[src/design/ssms_pkg.sv]
`default_nettype none

package ssms_pkg;

    // fixed field widths of the channels and of the item index
    localparam int PriceW = 32;
    localparam int SpanW  = 32;
    localparam int IndexW = 32;

    // item counter stops here
    localparam logic [IndexW-1:0] CountMax = {IndexW{1'b1}};

endpackage

`default_nettype wire

[src/design/ssms_ifs.sv]
`default_nettype none

// price items into the block
interface ssms_in_if;
    import ssms_pkg::*;

    logic              valid;
    logic              ready;
    logic [PriceW-1:0] price;

    modport source (output valid, output price, input ready);
    modport sink   (input valid, input price, output ready);
endinterface

// span items out of the block
interface ssms_out_if;
    import ssms_pkg::*;

    logic             valid;
    logic             ready;
    logic [SpanW-1:0] span;
    logic             overflow;

    modport source (output valid, output span, output overflow, input ready);
    modport sink   (input valid, input span, input overflow, output ready);
endinterface

`default_nettype wire

[src/design/ssms_ctrl.sv]
`default_nettype none

module ssms_ctrl #(
    parameter int STACK_DEPTH = 1024,
    parameter int STORE_W = 32,
    parameter int ADDR_W = 10,
    parameter int ENTRY_W = 64
) (
    input  wire logic               clk,
    input  wire logic               rst_n,
    ssms_in_if.sink                 price_ch,
    ssms_out_if.source              span_ch,
    output logic                    rd_en,
    output logic [ADDR_W-1:0]       rd_addr,
    input  wire logic [ENTRY_W-1:0] rd_data,
    output logic                    wr_en,
    output logic [ADDR_W-1:0]       wr_addr,
    output logic [ENTRY_W-1:0]      wr_data
);
    import ssms_pkg::*;

    localparam int FillW = $clog2(STACK_DEPTH + 1);
    localparam logic [ADDR_W-1:0] LastAddr = ADDR_W'(STACK_DEPTH - 1);
    localparam logic [FillW-1:0]  FullFill = FillW'(STACK_DEPTH);

    typedef enum logic [1:0] {
        ST_IDLE = 2'b01,
        ST_CMP  = 2'b10
    } state_t;

    state_t              state_reg, state_next;
    logic [FillW-1:0]    fill_reg, fill_next;
    logic [ADDR_W-1:0]   tp_reg, tp_next;
    logic [IndexW-1:0]   count_reg, count_next;
    logic                overflow_reg, overflow_next;
    logic [STORE_W-1:0]  price_reg, price_next;
    logic [ENTRY_W-1:0]  top_reg, top_next;
    logic                top_fresh_reg, top_fresh_next;
    logic                out_valid_reg, out_valid_next;
    logic [SpanW-1:0]    span_reg, span_next;

    logic [ENTRY_W-1:0]  top_entry;
    logic [STORE_W-1:0]  top_price;
    logic [IndexW-1:0]   top_index;
    logic                pop;
    logic                out_free;
    logic                full;
    logic [ADDR_W-1:0]   tp_dec;
    logic [ADDR_W-1:0]   tp_dec2;
    logic [ADDR_W-1:0]   tp_inc;
    logic [IndexW-1:0]   span_raw;
    logic [SpanW-1:0]    span_val;

    // top of stack: freshly read from memory after a pop, else cached
    assign top_entry = top_fresh_reg ? rd_data : top_reg;
    assign top_price = top_entry[ENTRY_W-1 -: STORE_W];
    assign top_index = top_entry[IndexW-1:0];
    assign pop       = (fill_reg != '0) && (top_price <= price_reg);
    assign out_free  = !out_valid_reg || span_ch.ready;
    assign full      = (fill_reg == FullFill);

    // circular pointer arithmetic
    assign tp_dec  = (tp_reg == '0) ? LastAddr : tp_reg - 1'b1;
    assign tp_dec2 = (tp_dec == '0) ? LastAddr : tp_dec - 1'b1;
    assign tp_inc  = (tp_reg == LastAddr) ? '0 : tp_reg + 1'b1;

    // span against the entry left on top, at least one
    assign span_raw = (fill_reg == '0) ? count_reg : count_reg - top_index;
    assign span_val = (span_raw == '0) ? SpanW'(1) : SpanW'(span_raw);

    // handshakes
    assign price_ch.ready   = (state_reg == ST_IDLE);
    assign span_ch.valid    = out_valid_reg;
    assign span_ch.span     = span_reg;
    assign span_ch.overflow = overflow_reg;

    // next state
    always_comb
    begin
        state_next     = state_reg;
        fill_next      = fill_reg;
        tp_next        = tp_reg;
        count_next     = count_reg;
        overflow_next  = overflow_reg;
        price_next     = price_reg;
        top_next       = top_reg;
        top_fresh_next = top_fresh_reg;
        out_valid_next = out_valid_reg && !span_ch.ready;
        span_next      = span_reg;
        rd_en          = 1'b0;
        rd_addr        = tp_dec2;
        wr_en          = 1'b0;
        wr_addr        = tp_reg;
        wr_data        = {price_reg, count_reg};

        unique case (state_reg)
            ST_IDLE:
            begin
                if (price_ch.valid)
                begin
                    price_next = price_ch.price[STORE_W-1:0];
                    count_next = (count_reg == CountMax) ? count_reg : count_reg + 1'b1;
                    state_next = ST_CMP;
                end
            end
            ST_CMP:
            begin
                if (pop)
                begin
                    // drop the top, fetch the entry under it
                    fill_next      = fill_reg - 1'b1;
                    tp_next        = tp_dec;
                    rd_en          = (fill_reg != FillW'(1));
                    top_fresh_next = 1'b1;
                end
                else if (out_free)
                begin
                    // push, overwriting the oldest entry when full
                    wr_en          = 1'b1;
                    top_next       = {price_reg, count_reg};
                    top_fresh_next = 1'b0;
                    tp_next        = tp_inc;
                    fill_next      = full ? fill_reg : fill_reg + 1'b1;
                    overflow_next  = overflow_reg | full;
                    out_valid_next = 1'b1;
                    span_next      = span_val;
                    state_next     = ST_IDLE;
                end
            end
            default:
            begin
                state_next = ST_IDLE;
            end
        endcase
    end

    // control registers
    always_ff @(posedge clk or negedge rst_n)
    begin
        if (!rst_n)
        begin
            state_reg     <= ST_IDLE;
            fill_reg      <= '0;
            tp_reg        <= '0;
            count_reg     <= '0;
            overflow_reg  <= 1'b0;
            top_fresh_reg <= 1'b0;
            out_valid_reg <= 1'b0;
        end
        else
        begin
            state_reg     <= state_next;
            fill_reg      <= fill_next;
            tp_reg        <= tp_next;
            count_reg     <= count_next;
            overflow_reg  <= overflow_next;
            top_fresh_reg <= top_fresh_next;
            out_valid_reg <= out_valid_next;
        end
    end

    // payload registers
    always_ff @(posedge clk)
    begin
        price_reg <= price_next;
        top_reg   <= top_next;
        span_reg  <= span_next;
    end

`ifndef SYNTHESIS
    // stack never holds more than its depth
    a_fill_bound: assert property (@(posedge clk) disable iff (!rst_n)
        fill_reg <= FullFill)
        else $error("stack fill beyond depth");

    // a delivered span is never zero
    a_span_nonzero: assert property (@(posedge clk) disable iff (!rst_n)
        out_valid_reg |-> (span_reg != '0))
        else $error("zero span on output");

    // overflow flag is sticky
    a_overflow_sticky: assert property (@(posedge clk) disable iff (!rst_n)
        overflow_reg |=> overflow_reg)
        else $error("overflow flag cleared");

    // item counter never goes backwards
    a_count_monotonic: assert property (@(posedge clk) disable iff (!rst_n)
        count_reg >= $past(count_reg))
        else $error("item counter decreased");
`endif

endmodule

`default_nettype wire

[src/flat_wrapper.sv]
// flat-port wrapper written by rule: the top's interface ports become plain ports
module ssms_ctrl_flat import ssms_pkg::*;
#(
    parameter int STACK_DEPTH = 1024,
    parameter int STORE_W = 32,
    parameter int ADDR_W = 10,
    parameter int ENTRY_W = 64
)
  (clk, rst_n, rd_en, rd_addr, rd_data, wr_en, wr_addr, wr_data, price_ch_valid, price_ch_price, price_ch_ready, span_ch_valid, span_ch_span, span_ch_overflow, span_ch_ready);
  ssms_in_if price_ch_i ();
  ssms_out_if span_ch_i ();
  input  wire logic clk;
  input  wire logic rst_n;
  output logic rd_en;
  output logic [ADDR_W-1:0] rd_addr;
  input  wire logic [ENTRY_W-1:0] rd_data;
  output logic wr_en;
  output logic [ADDR_W-1:0] wr_addr;
  output logic [ENTRY_W-1:0] wr_data;
  input wire logic [$bits(price_ch_i.valid)-1:0] price_ch_valid;
  input wire logic [$bits(price_ch_i.price)-1:0] price_ch_price;
  output wire logic [$bits(price_ch_i.ready)-1:0] price_ch_ready;
  output wire logic [$bits(span_ch_i.valid)-1:0] span_ch_valid;
  output wire logic [$bits(span_ch_i.span)-1:0] span_ch_span;
  output wire logic [$bits(span_ch_i.overflow)-1:0] span_ch_overflow;
  input wire logic [$bits(span_ch_i.ready)-1:0] span_ch_ready;
  assign price_ch_i.valid = price_ch_valid;
  assign price_ch_i.price = price_ch_price;
  assign price_ch_ready = price_ch_i.ready;
  assign span_ch_valid = span_ch_i.valid;
  assign span_ch_span = span_ch_i.span;
  assign span_ch_overflow = span_ch_i.overflow;
  assign span_ch_i.ready = span_ch_ready;
  ssms_ctrl #(.STACK_DEPTH(STACK_DEPTH), .STORE_W(STORE_W), .ADDR_W(ADDR_W), .ENTRY_W(ENTRY_W)) u_core (.clk(clk), .rst_n(rst_n), .price_ch(price_ch_i), .span_ch(span_ch_i), .rd_en(rd_en), .rd_addr(rd_addr), .rd_data(rd_data), .wr_en(wr_en), .wr_addr(wr_addr), .wr_data(wr_data));
endmodule
[config.mk]
export PLATFORM = sky130hd
export DESIGN_NAME = ssms_ctrl_flat
export DESIGN_NICKNAME = d
export VERILOG_FILES = /design/src/design/ssms_pkg.sv /design/src/design/ssms_ifs.sv /design/src/design/ssms_ctrl.sv /design/src/flat_wrapper.sv
export SDC_FILE = /design/constraint.sdc
export NUM_CORES = 1
export LEC_CHECK = 0
export ABC_CLOCK_PERIOD_IN_PS = 11000
export BUFFER_PORTS_ARGS = -buffer_cell sky130_fd_sc_hd__buf_2
export CAP_MARGIN = 20
export CORE_AREA = 2 2 101 201
export DETAILED_ROUTE_END_ITERATION = 6
export DIE_AREA = 0 0 103 203
export PLACE_DENSITY_LB_ADDON = 0.3
export SLEW_MARGIN = 20
export SYNTH_ARGS = -nofsm -noshare
export SYNTH_HDL_FRONTEND = slang
export SYNTH_SLANG_ARGS = --single-unit
[constraint.sdc]
create_clock -name clk -period 11 [get_ports clk]
set_input_delay 1.1 -clock clk [delete_from_list [all_inputs] [get_ports clk]]
set_output_delay 1.1 -clock clk [all_outputs]
set_load 0.01 [all_outputs]
## Word-level counts from Yosys, hierarchy flattened

Cells that the tools add are included.

| storage, ports and cells | value |
|---|---|
| register bits | 186 |
| input port bits | 100 |
| output and inout port bits | 121 |
| word-level logic and storage cells | 72 |

| cells by class | value |
|---|---|
| add/subtract/negate cells | 7 |
| magnitude comparators | 1 |
| equal/unequal tests | 10 |
| muxes and demuxes | 24 |
| bitwise gates (word level) | 3 |
| reduce and logical (&&, ||, !) cells | 17 |

Operators with widths:

| operator | number |
|---|---|
| $mux 64 | 1 |
| $mux 10 | 5 |
| $mux 11 | 3 |
| $add 32x1->32 const B | 1 |
| $eq 32x32->1 const B | 1 |
| $le 32x32->1 | 1 |
| $logic_not 32->1 | 1 |
| $mux 32 | 1 |
| $sub 32x32->32 | 1 |
| $logic_not 10->1 | 2 |
| $sub 10x1->10 const B | 2 |
| $reduce_and 3->1 | 4 |
| $add 11x1->11 const B | 1 |
| $eq 11x11->1 const B | 1 |
| $logic_not 11->1 | 1 |
| $ne 11x1->1 const B | 1 |
| $reduce_bool 11->1 | 1 |
| $sub 11x1->11 const B | 1 |
| $add 10x1->10 const B | 1 |
| $eq 10x10->1 const B | 1 |
| $mux 1 | 10 |
| $mux 2 | 3 |
| $ne 2x1->1 const B | 2 |
| $ne 2x2->1 const B | 2 |
| 10 further kinds | 14 |

## Logic depth before layout (Yosys ltp)

| logic depth | value |
|---|---|
| depth in word-level cells | 5 |
| mapped depth | 17 |
| mapped depth without buffers | 13 |

## Least setup slack after synthesis

Ideal clock, no wire load.

| timing | value |
|---|---|
| kind | reg-to-reg |
| start | register u_core.top_fresh_reg |
| end | register u_core.overflow_reg (netlist: u_core.span_ch.overflow) |
| library setup time | 82 ps |
| data arrival time | 7283 ps |
| required time | 10918 ps |
| setup slack | 3635 ps |
| cell stages (with the launch flop) | 13 |
| buffers on the path | 3 |
| clock period less this slack | 7365 ps |
| cells stage by stage | dfrtp_1 -> clkbuf_1 -> clkbuf_1 -> mux2_2 -> ha_1 -> nand4_1 -> nor4_1 -> o211ai_2 -> nand2_1 -> nor2_1 -> buf_2 -> nor2_1 -> a31o_2 |

| between the ends | value |
|---|---|
| longest elaborated chain between the ends | 5 |

Ends and longest elaborated chain:

| element | RTL line | source |
|---|---|---|
| start, declared | ssms_ctrl.sv:38 | `logic top_fresh_reg, top_fresh_next;` |
| start signal, assigned | ssms_ctrl.sv:157 | `top_fresh_reg <= top_fresh_next;` |
| $mux 64 | ssms_ctrl.sv:55 | `assign top_entry = top_fresh_reg ? rd_data : top_reg;` |
| $le 32x32->1 | ssms_ctrl.sv:58 | `assign pop = (fill_reg != '0) && (top_price <= price_reg);` |
| $logic_and 1x1->1 | ssms_ctrl.sv:58 |  |
| $not 1->1 (no source line) | -- |  |
| $reduce_and 3->1 (no source line) | -- |  |
| end signal, assigned | ssms_ctrl.sv:156 | `overflow_reg <= overflow_next;` |
| end, declared | ssms_ctrl.sv:35 | `logic overflow_reg, overflow_next;` |

Every way passes these cells.
A chain may end at the register's enable or synchronous reset.

## Final worst setup path

| timing | value |
|---|---|
| start | register u_core.top_fresh_reg |
| end | output rd_en |

| between the ends | value |
|---|---|
| longest elaborated chain between the ends | 5 |

Ends and longest elaborated chain:

| element | RTL line | source |
|---|---|---|
| $mux 64 | ssms_ctrl.sv:55 |  |
| $le 32x32->1 | ssms_ctrl.sv:58 |  |
| $logic_and 1x1->1 | ssms_ctrl.sv:58 |  |
| $mux 1 | ssms_ctrl.sv:108 | `if (pop)` |
| $mux 1 | ssms_ctrl.sv:96 | `unique case (state_reg)` |
| end, declared | flat_wrapper.sv:14 | `output logic rd_en;` |

Every way passes these cells.

==> impl_metrics.prom <==
# TYPE chip_impl_metric gauge
chip_impl_info{name="leading_cell_types_in_the_layout_fill_and_taps_excluded",value="220 x sky130_fd_sc_hd__buf_2, 128 x sky130_fd_sc_hd__edfxtp_1, 96 x sky130_fd_sc_hd__nand2_1"} 1
chip_impl_metric{name="gr-usage-all-layers",unit="%"} 30.2
chip_impl_metric{name="totalWireLength",unit="um"} 31300
chip_impl_metric{name="syn-num-nets",unit=""} 1279
chip_impl_metric{name="power.density",unit="nW/um^2"} 218
chip_impl_metric{name="switching_power",unit="mW"} 1.17
chip_impl_metric{name="deepest_clock_path_buffer_count",unit=""} 2
chip_impl_info{name="setup.worst_path.class",value="reg2out"} 1
chip_impl_metric{name="power.switching_fraction",unit="%"} 40.0
chip_impl_metric{name="timing.reg2reg.worst_path_depth",unit=""} 10
chip_impl_metric{name="cts_setup_buffers",unit=""} 0
chip_impl_metric{name="combined_area_of_all_synthesized_cells",unit="sq um"} 11600
chip_impl_metric{name="grt_first_pass_wirelength",unit="um"} 48000
chip_impl_metric{name="areaGrowthSynthToFinish",unit="%"} 15.7
chip_impl_metric{name="route.detailed.vias_per_inst",unit=""} 5.92
chip_impl_metric{name="clock.fmax",unit="GHz"} 0.158
chip_impl_metric{name="die_area",unit="sq um"} 20900
chip_impl_metric{name="detailroute.via_count",unit=""} 9276
chip_impl_metric{name="sequentialPowerShare",unit="%"} 36.1
chip_impl_metric{name="postCtsResizedCells",unit=""} 0
chip_impl_info{name="critical_path.startpoint_type",value="flip-flop"} 1
chip_impl_metric{name="ys_types",unit=""} 94
chip_impl_info{name="path_cells",value="buf_4 -> mux2_2 -> ha_1 -> nand4_1 -> nor4_1 -> nand3_1 -> o21ai_1 -> nand2_1 -> nor2_1 -> nand2_1 -> a31oi_1 -> buf_2"} 1
chip_impl_metric{name="critical_path.max_fanout",unit=""} 48
chip_impl_metric{name="worst_ep_arrival_time",unit="ns"} 5.22
chip_impl_info{name="rsz_0062_raised_after_global_routing",value="no"} 1
chip_impl_metric{name="synthCells",unit=""} 1103
chip_impl_metric{name="cts-buffers-inserted",unit=""} 17
chip_impl_metric{name="worst_setup_hold_path_clk_slew",unit="ns"} 0.07
chip_impl_metric{name="drt_pre_antenna_iters",unit=""} 4
chip_impl_metric{name="antenna_found_initial",unit=""} 0
chip_impl_info{name="status",value="completed"} 1
chip_impl_metric{name="p_clk_share",unit="%"} 21.5
chip_impl_info{name="hold_path.class",value="reg2reg"} 1
chip_impl_info{name="cp_common_cell",value="sky130_fd_sc_hd__nand2_1"} 1
chip_impl_metric{name="worstHoldPathCells",unit=""} 0
chip_impl_metric{name="final-setup-viol-count",unit=""} 0
chip_impl_metric{name="required_time_worst_endpoint",unit="ns"} 9.90
chip_impl_metric{name="fp.dieH",unit="um"} 203
chip_impl_metric{name="syn-mean-instance-area",unit="sq um"} 10.5
chip_impl_metric{name="max_slew_violation_count",unit=""} 0
chip_impl_metric{name="core_area",unit="sq um"} 19300
chip_impl_metric{name="synthesis.yosys.warnings",unit=""} 0
chip_impl_metric{name="timing.slew.headroom",unit="%"} 30.5
chip_impl_metric{name="share_of_synthesized_registers_carrying_an_async_set_or_reset",unit="%"} 31.2
chip_impl_metric{name="timing.final.crit_period",unit="ns"} 6.32
chip_impl_metric{name="max_ffs_per_register",unit=""} 64
chip_impl_metric{name="report.final.hold_viol_count",unit=""} 0
chip_impl_metric{name="maxCapViolations",unit=""} 0
chip_impl_metric{name="insertion_delay",unit="ns"} 0.45
chip_impl_metric{name="remaining_drc_errors",unit=""} 0
chip_impl_metric{name="post-route-util",unit="%"} 69.6
chip_impl_metric{name="via_count_of_the_first_global_routing_pass",unit=""} 9368
chip_impl_metric{name="route.antenna.remaining_nets",unit=""} 0
chip_impl_info{name="critical_path.endpoint_type",value="output port"} 1
chip_impl_metric{name="drt-wirelength-per-cell",unit="um"} 20.0
chip_impl_info{name="critical_path.slowest_cell",value="sky130_fd_sc_hd__nor2_1"} 1
chip_impl_metric{name="total_of_flip_flops_plus_latches_after_synthesis",unit=""} 186
chip_impl_metric{name="clkSinkCount",unit=""} 186
chip_impl_metric{name="fillCellCount",unit=""} 1591
chip_impl_metric{name="power.share.combinational",unit="%"} 42.4
chip_impl_metric{name="tightestPinTransition",unit="ns"} 1.04
chip_impl_metric{name="die_w",unit="um"} 103
chip_impl_metric{name="effective_utilization_at_floorplan",unit="%"} 60.2
chip_impl_info{name="leading_cell_type_in_the_layout_fill_and_taps_excluded",value="sky130_fd_sc_hd__buf_2"} 1
chip_impl_metric{name="fp-row-count",unit=""} 72
chip_impl_metric{name="critPathMaxStageDelay",unit="ns"} 0.73
chip_impl_metric{name="numPortBuffers",unit=""} 220
chip_impl_metric{name="internal_power",unit="mW"} 1.76
chip_impl_metric{name="hold_buffers",unit=""} 0
chip_impl_metric{name="finalNetCount",unit=""} 1471
chip_impl_metric{name="final_clock_period_utilization_by_the_worst_path",unit="%"} 57.5
chip_impl_info{name="tritoncts",value="built"} 1
chip_impl_metric{name="setup-tns-final",unit="ns"} 0
chip_impl_info{name="root_buffer",value="sky130_fd_sc_hd__clkbuf_16"} 1
chip_impl_metric{name="power.leakage",unit="nW"} 5.93
chip_impl_info{name="dominantRegCellSynth",value="sky130_fd_sc_hd__edfxtp_1"} 1
chip_impl_metric{name="drtIter0Drc",unit=""} 472
chip_impl_metric{name="floorplan.io_pins",unit=""} 221
chip_impl_metric{name="path_depth",unit=""} 12
chip_impl_metric{name="detailed_place_hpwl",unit="um"} 23700
chip_impl_metric{name="path_buf_inv",unit=""} 2
chip_impl_metric{name="overflow",unit=""} 0
chip_impl_info{name="worst_path_dominant_cell_family",value="simple AND/OR/NAND/NOR gates"} 1
chip_impl_metric{name="vdd_drop_max",unit="mV"} 0.136
chip_impl_metric{name="antenna_cells",unit=""} 0
chip_impl_metric{name="clock_skew",unit="ns"} 0.00886
chip_impl_metric{name="post_route_cells_drive_above_1_share",unit="%"} 26.1
chip_impl_metric{name="grt_max_degree",unit=""} 62
chip_impl_metric{name="synth.yosys.seq_area_share",unit="%"} 45.6
chip_impl_metric{name="routabilityCongestion",unit=""} 0.936
chip_impl_metric{name="h-tree-depth",unit=""} 4
chip_impl_metric{name="synth-edff-count",unit=""} 128
power by group through the flow:
stage,clock network [mW],registers (mW),logic (mW)
5_1_grt,0.662,1.08,1.37
6_report,0.630,1.06,1.24
4_1_cts,0.635,1.06,1.25
3_5_place_dp,0,1.07,1.24
3_3_place_gp,0,1.07,1.21
2_1_floorplan,0,1.03,0.915
area by class of cell:
cell class                 instances  area (sq um)  area share [%]
multi-input combinational        807          5830            43.5
sequential                       186          5300            39.5
inverter                          57           214            1.59
clock buffer                      17           425            3.17
timing repair buffer             226          1150            8.54
tap                              259           324            2.41
clock inverter                    15           179            1.33
cells in the mapped netlist, types with 7 or more instances:
cell type	instances	share of area [%]
sky130_fd_sc_hd__clkbuf_1	25	0.81
sky130_fd_sc_hd__dfrtp_1	57	12
sky130_fd_sc_hd__o211ai_1	9	0.58
sky130_fd_sc_hd__xnor2_1	49	3.7
sky130_fd_sc_hd__a21o_1	26	1.7
sky130_fd_sc_hd__a21oi_2	9	0.68
sky130_fd_sc_hd__o21ai_1	11	0.47
sky130_fd_sc_hd__nand2b_1	9	0.49
sky130_fd_sc_hd__inv_1	56	1.8
sky130_fd_sc_hd__a31oi_1	8	0.43
sky130_fd_sc_hd__nand4_1	30	1.6
sky130_fd_sc_hd__nor2_1	65	2.1
sky130_fd_sc_hd__o21ai_0	45	1.9
sky130_fd_sc_hd__mux2i_1	40	3.5
sky130_fd_sc_hd__and2_1	13	0.70
sky130_fd_sc_hd__xor2_1	26	2.0
sky130_fd_sc_hd__edfxtp_1	128	33
sky130_fd_sc_hd__o21a_1	10	0.65
sky130_fd_sc_hd__nor3_1	14	0.60
sky130_fd_sc_hd__nand2_1	96	3.1
sky130_fd_sc_hd__or4_1	7	0.45
sky130_fd_sc_hd__nor4_1	11	0.59
sky130_fd_sc_hd__nand3_1	37	1.6
sky130_fd_sc_hd__a21oi_1	58	2.5
sky130_fd_sc_hd__ha_1	75	8.1
sky130_fd_sc_hd__buf_2	17	0.73
sky130_fd_sc_hd__mux2_2	34	3.3
sky130_fd_sc_hd__and3_1	18	0.97
sky130_fd_sc_hd__nor2b_1	8	0.43
stage by stage:
stage          instances  power, mW  setup WS (ns)  instance area [sq um]  hold WS [ns]
2_1_floorplan       1103       1.95           3.64                  11600         0.477
3_3_place_gp        1535       2.28           5.37                  12800         0.455
3_5_place_dp        1535       2.31           5.22                  12800         0.460
4_1_cts             1567       2.94           4.69                  13400         0.477
5_1_grt             1567       3.11           4.39                  13400         0.491
6_report            1567       2.93           4.68                  13400         0.474
layer usage:
layer / up-vias / track usage [%] / share of wire (%)
li1: 4436 / - / -
met1: 4452 / 31.3 / 36
met2: 311 / 55.8 / 55
met3: 77 / 6.23 / 5.3
met4: 0 / 14.2 / 4.6
met5: - / 0 / 0
final timing paths:
path,from,slack [ns],to
setup / recovery,u_core.top_fresh_reg$_DFFE_PN0P_,4.68,rd_en
hold / removal,u_core.price_reg[21]$_DFFE_PP_,0.47,u_core.top_reg[53]$_DFFE_PP_
setup reg to reg,u_core.top_fresh_reg$_DFFE_PN0P_,5.21,u_core.top_reg[57]$_DFFE_PP_
hold reg to reg,u_core.price_reg[21]$_DFFE_PP_,0.47,u_core.top_reg[53]$_DFFE_PP_
max in group asynchronous,rst_n,9.60,u_core.top_fresh_reg$_DFFE_PN0P_
min in group asynchronous,rst_n,0.78,u_core.wr_addr[2]$_DFFE_PN0P_
cell families after synthesis:
logic type | count (synthesis) | synth area share, %
simple gates | 345 | 15.5
compound gates | 237 | 14.0
flops | 186 | 45.6
buf+inv | 110 | 4.16
fa+ha+maj | 76 | 8.26
xor+xnor | 75 | 5.66
mux | 74 | 6.75
Note: power is estimated with default switching activity, not from simulation.
